**config.mk**
```make
export PLATFORM = sky130hd
export DESIGN_NAME = flash_erase_before_program_sequencer_top_flat
export DESIGN_NICKNAME = d
export VERILOG_FILES = /design/src/sv/febps_pkg.sv /design/src/sv/febps_word_if.sv /design/src/sv/febps_cmd_if.sv /design/src/sv/febps_cfg_if.sv /design/src/sv/flash_erase_before_program_sequencer_top.sv /design/src/sv/febps_locate.sv /design/src/flat_wrapper.sv
export SDC_FILE = /design/constraint.sdc
export NUM_CORES = 1
export LEC_CHECK = 0
export BUFFER_PORTS_ARGS = -buffer_cell sky130_fd_sc_hd__buf_2
export CAP_MARGIN = 20
export CORE_AREA = 2 2 201 203
export CTS_BUF_LIST = sky130_fd_sc_hd__clkbuf_16
export CTS_CLUSTER_DIAMETER = 80
export DETAILED_ROUTE_END_ITERATION = 7
export DIE_AREA = 0 0 203 205
export GPL_TIMING_DRIVEN = 0
export PLACE_DENSITY_LB_ADDON = 0.1
export SYNTH_ARGS = -nofsm -noshare
export SYNTH_HDL_FRONTEND = slang
export SYNTH_SLANG_ARGS = --single-unit
```
**constraint.sdc**
```tcl
create_clock -name i_clk -period 15.5 [get_ports i_clk]
set_clock_uncertainty 0.15 [all_clocks]
set_input_delay 0.775 -clock i_clk [delete_from_list [all_inputs] [get_ports i_clk]]
set_output_delay 0.775 -clock i_clk [all_outputs]
set_load 0.02 [all_outputs]
```
**src/sv/febps_pkg.sv**
```systemverilog
// Shared types and constants of the erase-before-program sequencer.
`timescale 1ns / 1ps
package febps_pkg;

    localparam int unsigned MAX_SECTORS = 12;
    localparam int unsigned OFF_W = 21;    // offsets within the 1 MB map
    localparam int unsigned SEC_IDX_W = 4;

    // End offset of each sector, in bytes above the base.
    localparam logic [OFF_W-1:0] SECTOR_END [MAX_SECTORS] = '{
        21'h004000, 21'h008000, 21'h00C000, 21'h010000,
        21'h020000, 21'h040000, 21'h060000, 21'h080000,
        21'h0A0000, 21'h0C0000, 21'h0E0000, 21'h100000
    };

    localparam logic [31:0] FLASH_BASE_RST = 32'h0800_0000;

    typedef enum logic [1:0] {
        KIND_ERASE   = 2'd0,
        KIND_PROGRAM = 2'd1,
        KIND_ERROR   = 2'd2
    } t_kind;

    typedef struct packed {
        logic                 hit;      // address lies inside the map
        logic [SEC_IDX_W-1:0] sector;
    } t_loc;

    typedef struct packed {
        t_kind                kind;
        logic [SEC_IDX_W-1:0] sector_index;
        logic [31:0]          prog_address;
        logic [31:0]          prog_data;
        logic                 run_last;
    } t_result;

endpackage

```
**src/sv/febps_word_if.sv**
```systemverilog
// Input word channel: address, data and block-end mark.
`timescale 1ns / 1ps
interface febps_word_if;
    logic        valid;
    logic        ready;
    logic [31:0] word_address;
    logic [31:0] word_data;
    logic        block_last;

    modport source (output valid, word_address, word_data, block_last, input ready);
    modport sink   (input valid, word_address, word_data, block_last, output ready);
endinterface

```
**src/sv/febps_cmd_if.sv**
```systemverilog
// Result channel: erase, program and error commands.
`timescale 1ns / 1ps
interface febps_cmd_if;
    logic                               valid;
    logic                               ready;
    febps_pkg::t_kind                   kind;
    logic [febps_pkg::SEC_IDX_W-1:0]    sector_index;
    logic [31:0]                        prog_address;
    logic [31:0]                        prog_data;
    logic                               run_last;

    modport source (output valid, kind, sector_index, prog_address, prog_data, run_last,
                    input ready);
    modport sink   (input valid, kind, sector_index, prog_address, prog_data, run_last,
                    output ready);
endinterface

```
**src/sv/febps_cfg_if.sv**
```systemverilog
// Configuration write channel carrying the flash base address.
`timescale 1ns / 1ps
interface febps_cfg_if;
    logic        valid;
    logic        ready;
    logic [31:0] data;

    modport source (output valid, data, input ready);
    modport sink   (input valid, data, output ready);
endinterface

```
**src/sv/flash_erase_before_program_sequencer_top.sv**
```systemverilog
// Top level of the erase-before-program flash sequencer.
//
//  channel  | dir | payload                                              | accepted when
//  ---------+-----+------------------------------------------------------+---------------
//  i_word   | in  | word_address, word_data, block_last                  | valid & ready
//  o_cmd    | out | kind, sector_index, prog_address, prog_data, run_last| valid & ready
//  i_cfg    | in  | data (flash base address)                            | valid & ready
//
// An accepted word lands in an input register, where it is decoded and its
// zero, one or two commands go into a two-slot output buffer. One word per
// cycle is sustained while each word yields at most one command and o_cmd
// does not stall; a word needing an erase first sends two commands through one port.
// Synchronous active-low reset clears the erased marks, the skip flag and all
// valid flags, and reloads the base to 0x0800_0000. A stall on o_cmd backs up
// into the input register and then drops i_word.ready.
`timescale 1ns / 1ps
module flash_erase_before_program_sequencer_top #(
    parameter int SECTOR_COUNT = 12
) (
    input  logic        i_clk,
    input  logic        i_rst_n,
    febps_word_if.sink  i_word,
    febps_cmd_if.source o_cmd,
    febps_cfg_if.sink   i_cfg
);
    localparam int SEC_W = (SECTOR_COUNT > 1) ? $clog2(SECTOR_COUNT) : 1;

    // base register
    logic [31:0] r_base;

    // input register
    logic        r_in_vld;
    logic [31:0] r_in_addr;
    logic [31:0] r_in_data;
    logic        r_in_last;

    // sequencer state
    logic [SECTOR_COUNT-1:0] r_erased, n_erased;
    logic                    r_skip, n_skip;

    // output buffer: slot 0 is shown on the port
    logic [1:0]         r_cnt, n_cnt;
    febps_pkg::t_result r_slot0, r_slot1, n_slot0, n_slot1;

    febps_pkg::t_loc    loc;
    febps_pkg::t_result res0, res1;
    logic [1:0]         nres, free, rem_cnt, push;
    logic               pop, adv, is_err, need_erase;
    logic [SEC_W-1:0]   sec_idx;

    assign i_cfg.ready = 1'b1;

    always_ff @(posedge i_clk) begin
        if (!i_rst_n) begin
            r_base <= febps_pkg::FLASH_BASE_RST;
        end else if (i_cfg.valid) begin
            r_base <= i_cfg.data;
        end
    end

    febps_locate #(.SECTOR_COUNT(SECTOR_COUNT)) u_locate (
        .i_addr (r_in_addr),
        .i_base (r_base),
        .o_loc  (loc)
    );

    assign sec_idx    = loc.sector[SEC_W-1:0];
    assign is_err     = !loc.hit || (loc.sector == '0);
    assign need_erase = !r_erased[sec_idx];

    // build this word's commands
    always_comb begin
        res0 = '0;
        res1 = '0;
        nres = 2'd0;
        if (!r_skip) begin
            if (is_err) begin
                res0.kind     = febps_pkg::KIND_ERROR;
                res0.run_last = 1'b1;
                nres          = 2'd1;
            end else begin
                res1.kind         = febps_pkg::KIND_PROGRAM;
                res1.sector_index = loc.sector;
                res1.prog_address = r_in_addr;
                res1.prog_data    = {r_in_data[7:0], r_in_data[15:8],
                                     r_in_data[23:16], r_in_data[31:24]};
                res1.run_last     = 1'b1;
                if (need_erase) begin
                    res0.kind         = febps_pkg::KIND_ERASE;
                    res0.sector_index = loc.sector;
                    nres              = 2'd2;
                end else begin
                    res0 = res1;
                    nres = 2'd1;
                end
            end
        end
    end

    assign pop     = o_cmd.valid && o_cmd.ready;
    assign rem_cnt = r_cnt - {1'b0, pop};
    assign free    = 2'd2 - rem_cnt;
    assign adv     = r_in_vld && (nres <= free);
    assign push    = adv ? nres : 2'd0;
    assign i_word.ready = !r_in_vld || adv;

    // state updates for the word being decoded
    always_comb begin
        n_erased = r_erased;
        n_skip   = r_skip;
        if (adv) begin
            if (r_skip) begin
                n_skip = !r_in_last;
            end else if (is_err) begin
                n_skip = !r_in_last;
            end else begin
                n_erased[sec_idx] = 1'b1;
            end
        end
    end

    // output buffer: drop the popped command, append new ones
    always_comb begin
        n_slot0 = r_slot0;
        n_slot1 = r_slot1;
        if (pop) begin
            n_slot0 = r_slot1;
        end
        if (rem_cnt == 2'd0) begin
            n_slot0 = res0;
            n_slot1 = res1;
        end else if (rem_cnt == 2'd1) begin
            n_slot1 = res0;
        end
        n_cnt = rem_cnt + push;
    end

    always_ff @(posedge i_clk) begin
        if (!i_rst_n) begin
            r_in_vld <= 1'b0;
            r_erased <= '0;
            r_skip   <= 1'b0;
            r_cnt    <= 2'd0;
        end else begin
            if (i_word.ready) begin
                r_in_vld <= i_word.valid;
            end
            r_erased <= n_erased;
            r_skip   <= n_skip;
            r_cnt    <= n_cnt;
        end
    end

    always_ff @(posedge i_clk) begin
        if (i_word.ready && i_word.valid) begin
            r_in_addr <= i_word.word_address;
            r_in_data <= i_word.word_data;
            r_in_last <= i_word.block_last;
        end
        r_slot0 <= n_slot0;
        r_slot1 <= n_slot1;
    end

    assign o_cmd.valid        = (r_cnt != 2'd0);
    assign o_cmd.kind         = r_slot0.kind;
    assign o_cmd.sector_index = r_slot0.sector_index;
    assign o_cmd.prog_address = r_slot0.prog_address;
    assign o_cmd.prog_data    = r_slot0.prog_data;
    assign o_cmd.run_last     = r_slot0.run_last;
endmodule

```
**src/sv/febps_locate.sv**
```systemverilog
// Sector lookup: parallel compares of the base offset against fixed sector ends.
`timescale 1ns / 1ps
module febps_locate #(
    parameter int SECTOR_COUNT = 12
) (
    input  logic [31:0]     i_addr,
    input  logic [31:0]     i_base,
    output febps_pkg::t_loc o_loc
);
    logic [32:0] diff;
    logic [31:0] off;
    logic        in_map;

    assign diff = {1'b0, i_addr} - {1'b0, i_base};
    assign off  = diff[31:0];
    // borrow means below base; the map end never wraps past 2^32
    assign in_map = !diff[32]
                 && (off < {11'd0, febps_pkg::SECTOR_END[SECTOR_COUNT-1]});

    always_comb begin
        o_loc.hit    = in_map;
        o_loc.sector = '0;
        for (int i = 1; i < SECTOR_COUNT; i++) begin
            if (off >= {11'd0, febps_pkg::SECTOR_END[i-1]}) begin
                o_loc.sector = febps_pkg::SEC_IDX_W'(i);
            end
        end
    end
endmodule

```
**src/flat_wrapper.sv**
```systemverilog
// flat-port wrapper written by rule: the top's interface ports become plain ports
module flash_erase_before_program_sequencer_top_flat 
#(
    parameter int SECTOR_COUNT = 12
)
  (i_clk, i_rst_n, i_word_valid, i_word_word_address, i_word_word_data, i_word_block_last, i_word_ready, o_cmd_valid, o_cmd_kind, o_cmd_sector_index, o_cmd_prog_address, o_cmd_prog_data, o_cmd_run_last, o_cmd_ready, i_cfg_valid, i_cfg_data, i_cfg_ready);
  febps_word_if i_word_i ();
  febps_cmd_if o_cmd_i ();
  febps_cfg_if i_cfg_i ();
  input  logic i_clk;
  input  logic i_rst_n;
  input wire logic [$bits(i_word_i.valid)-1:0] i_word_valid;
  input wire logic [$bits(i_word_i.word_address)-1:0] i_word_word_address;
  input wire logic [$bits(i_word_i.word_data)-1:0] i_word_word_data;
  input wire logic [$bits(i_word_i.block_last)-1:0] i_word_block_last;
  output wire logic [$bits(i_word_i.ready)-1:0] i_word_ready;
  output wire logic [$bits(o_cmd_i.valid)-1:0] o_cmd_valid;
  output wire logic [$bits(o_cmd_i.kind)-1:0] o_cmd_kind;
  output wire logic [$bits(o_cmd_i.sector_index)-1:0] o_cmd_sector_index;
  output wire logic [$bits(o_cmd_i.prog_address)-1:0] o_cmd_prog_address;
  output wire logic [$bits(o_cmd_i.prog_data)-1:0] o_cmd_prog_data;
  output wire logic [$bits(o_cmd_i.run_last)-1:0] o_cmd_run_last;
  input wire logic [$bits(o_cmd_i.ready)-1:0] o_cmd_ready;
  input wire logic [$bits(i_cfg_i.valid)-1:0] i_cfg_valid;
  input wire logic [$bits(i_cfg_i.data)-1:0] i_cfg_data;
  output wire logic [$bits(i_cfg_i.ready)-1:0] i_cfg_ready;
  assign i_word_i.valid = i_word_valid;
  assign i_word_i.word_address = i_word_word_address;
  assign i_word_i.word_data = i_word_word_data;
  assign i_word_i.block_last = i_word_block_last;
  assign i_word_ready = i_word_i.ready;
  assign o_cmd_valid = o_cmd_i.valid;
  assign o_cmd_kind = o_cmd_i.kind;
  assign o_cmd_sector_index = o_cmd_i.sector_index;
  assign o_cmd_prog_address = o_cmd_i.prog_address;
  assign o_cmd_prog_data = o_cmd_i.prog_data;
  assign o_cmd_run_last = o_cmd_i.run_last;
  assign o_cmd_i.ready = o_cmd_ready;
  assign i_cfg_i.valid = i_cfg_valid;
  assign i_cfg_i.data = i_cfg_data;
  assign i_cfg_ready = i_cfg_i.ready;
  flash_erase_before_program_sequencer_top #(.SECTOR_COUNT(SECTOR_COUNT)) u_core (.i_clk(i_clk), .i_rst_n(i_rst_n), .i_word(i_word_i), .o_cmd(o_cmd_i), .i_cfg(i_cfg_i));
endmodule
```
==> flow_metrics.tcl <==
set metrics [dict create \
    cp.arrival_ns 6.16 \
    cts-root-buf "clkbuf_16" \
    cp_top_family "simple AND/OR/NAND/NOR gates" \
    synth_edf_count 207 \
    clk_pin_slew_worst_paths_ns 0.06 \
    slew_viol_final 0 \
    finalSetupViolCount 0 \
    min_period_ns 7.09 \
    syn_nets 1085 \
    htree_num_levels 1 \
    tns_ns 0 \
    cts_tree "yes" \
    synth_cells 944 \
    grt_overflow 0 \
    syn_to_final_growth_pct 21.6 \
    dieArea_um2 41600 \
    start_util_pct 29.8 \
    io_buffers 172 \
    final_layout_size_suffix_gt1_share_pct 21.0 \
    synth_largest_area_cell "edfxtp_1" \
    fmax_mhz 141 \
    tightest_slew_ns 0.898 \
    grt_max_degree 40 \
    setup.worst_path.start_class "flip-flop" \
    ys_async_sr_fraction_pct 0 \
    crit_path_max_fanout 10 \
    place_congestion 0.852 \
    ir_worst_vdd_v 0.000130 \
    dr_total_vias 8129 \
    cts_buffers 30 \
    clock_path_buffers 3 \
    via_per_inst 4.78 \
    ys_types 71 \
    slowest_delay_ns 0.74 \
    grt_setup_unrepaired "false" \
    die_w_um 203 \
    ant_nets 0 \
    final_nets 1294 \
    hpwl_um 24200 \
    layout_common_cells "edfxtp_1, buf_2, and3_1, a22o_1, inv_1" \
    grt_pass1_wl_um 48900 \
    grt_usage_pct 15.3 \
    antenna_found_initial 0 \
    pre_cts_slack_ns 8.52 \
    synth.area.top_cells "edfxtp_1, dfxtp_1, a22o_1" \
    ctsResizeCount 0 \
    crit_path_top_delay_cell "nor4_1" \
    fill_cells 3928 \
    drc 0 \
    end_kind "primary output" \
    dr.pass1.iters 5 \
    postCtsHoldBufs 0 \
    finalHoldViolCount 0 \
    ys_warn_count 0 \
    syn_area_um2 11700 \
    status "completed" \
    first_iter_violations 485 \
    clock_latency_ns 0.55 \
    wl_per_cell_um 18.8 \
    ys_ff_latch 255 \
    path_buf_inv 5 \
    crit_type "reg2out" \
    critPathRequiredTime_ns 14.58 \
    timing.slew.headroom_pct 38.6 \
    p_leak_nw 5.93 \
    synth_ff_type "edfxtp_1" \
    grt_pass1_vias 8336 \
    holdCritPathClass "in2reg" \
    cts_setup_buffers 0 \
    worstPathCellList "ha_1 -> clkbuf_1 -> a21oi_1 -> inv_1 -> nor4_1 -> or4b_1 -> and3_1 -> a211oi_1 -> and4_1 -> and3_1 -> and2_1 -> clkbuf_1 -> and2_1 -> ha_1 -> nor2b_1 -> o21ai_0 -> inv_1 -> nand2_1 -> buf_2" \
    period_share_pct 45.7 \
    totalWireLength_um 32000 \
    worst_slack_ns 8.41 \
    cap_violations 0 \
    cts_num_sinks 255 \
    avgSynthCellArea_um2 12.4 \
    r2r_slack_ns 8.64 \
    pwr_density_cell_nw_per_um2 196 \
    num_rows 73 \
    antenna_cells 0 \
    synth-seq-area-share_pct 61.1 \
    yosysTopAreaCellShare_pct 53.0 \
    ios 176 \
    core_um2 39400 \
    final_common_cell "edfxtp_1" \
    die_h_um 205 \
]
-- report_power, final --
group / leakage [nW] / internal, W / switching [W]
sequential: 2.56 / 0.00108 / 0.0000627
clock: 0.478 / 0.000357 / 0.000272
combinational: 2.89 / 0.000301 / 0.000724
-- per-stage QoR --
stage	area, um2	std cells	util [%]	power [W]	hold WS, ns
floorplan	11700	944	-	0.00181	0.280
global placement	13300	1641	33.7	0.00219	0.293
detailed placement	13400	1646	34.0	0.00221	0.303
CTS	14300	1702	36.2	0.00286	0.211
global route	14300	1702	36.2	0.00299	0.222
finish	14300	1702	36.2	0.00280	0.247
-- cell families (layout without fill, tap and decap cells) --
kind of cell             count (synthesis)  count (layout)  share of synthesized area, %
multiplexers                            40              40                          3.49
other                                    1               1                        0.0319
buffers and inverters                  102             335                          3.72
adder cells (fa/ha/maj)                 39              39                          4.22
flip-flops                             255             255                          61.1
XOR/XNOR                                 5               5                         0.373
AND/OR/NAND/NOR                        280             280                          13.1
AO/OA/AOI/OAI                          222             222                          13.9
-- synth_stat cells (3+ instances only) --
library cell / n
edfxtp_1: 207
and3_1: 75
a22o_1: 64
dfxtp_1: 48
nand2_1: 47
inv_1: 46
a21oi_1: 44
clkbuf_1: 41
ha_1: 38
nor2b_1: 36
nor2_1: 34
mux2i_1: 33
o21ai_0: 26
nor3_1: 20
o21a_1: 16
o211ai_1: 13
nand3_1: 11
nand4_1: 11
and2_1: 10
a211oi_1: 7
a21o_1: 7
mux2_2: 7
or2_2: 7
buf_6: 5
or3_1: 5
a2111oi_0: 4
a31oi_1: 4
buf_2: 4
nor4_1: 4
a21boi_0: 3
and4_1: 3
buf_4: 3
nand2b_1: 3
nand3b_1: 3
o211a_1: 3
o21ai_1: 3
xnor2_1: 3
-- area by class of cell --
cell class	count	area, um2	area share (%)
sequential	255	7180	50.3
clock buffer	31	776	5.44
inverter	47	176	1.24
clock inverter	25	106	0.745
timing repair buffer	177	976	6.84
buffer	55	260	1.82
tap	525	657	4.60
multi-input combinational	587	4140	29.0
-- per-layer routing --
metal,routed length [um],GRT usage (%),up-vias
met3,1280,2.04,35
met4,516,3.75,0
met5,0,0,-
met1,14700,20.3,3886
li1,-,-,4028
met2,15500,26.4,180
-- final timing paths --
path,cells after the start,endpoint,start
min reg2reg,1,u_core.r_erased[0],u_core.r_erased[0]
max,19,i_word_ready,u_core.r_in_addr[21]
min,1,u_core.r_in_addr[5],i_word_word_address[5]
max reg2reg,20,u_core.r_in_data[0],u_core.r_in_addr[21]
-- state kept, by name, indices dropped and copies added, names as in the netlist, 2 cells and up --
name	flops
u_core.r_in_addr	32
u_core.r_slot1	71
u_core.r_cnt	2
u_core.r_in_data	32
u_core.o_cmd.prog_address	32
u_core.o_cmd.sector_index	4
u_core.r_erased	12
u_core.r_base	32
u_core.o_cmd.prog_data	32
u_core.o_cmd.kind	2
No activity file was read; power rests on OpenSTA's default activity.
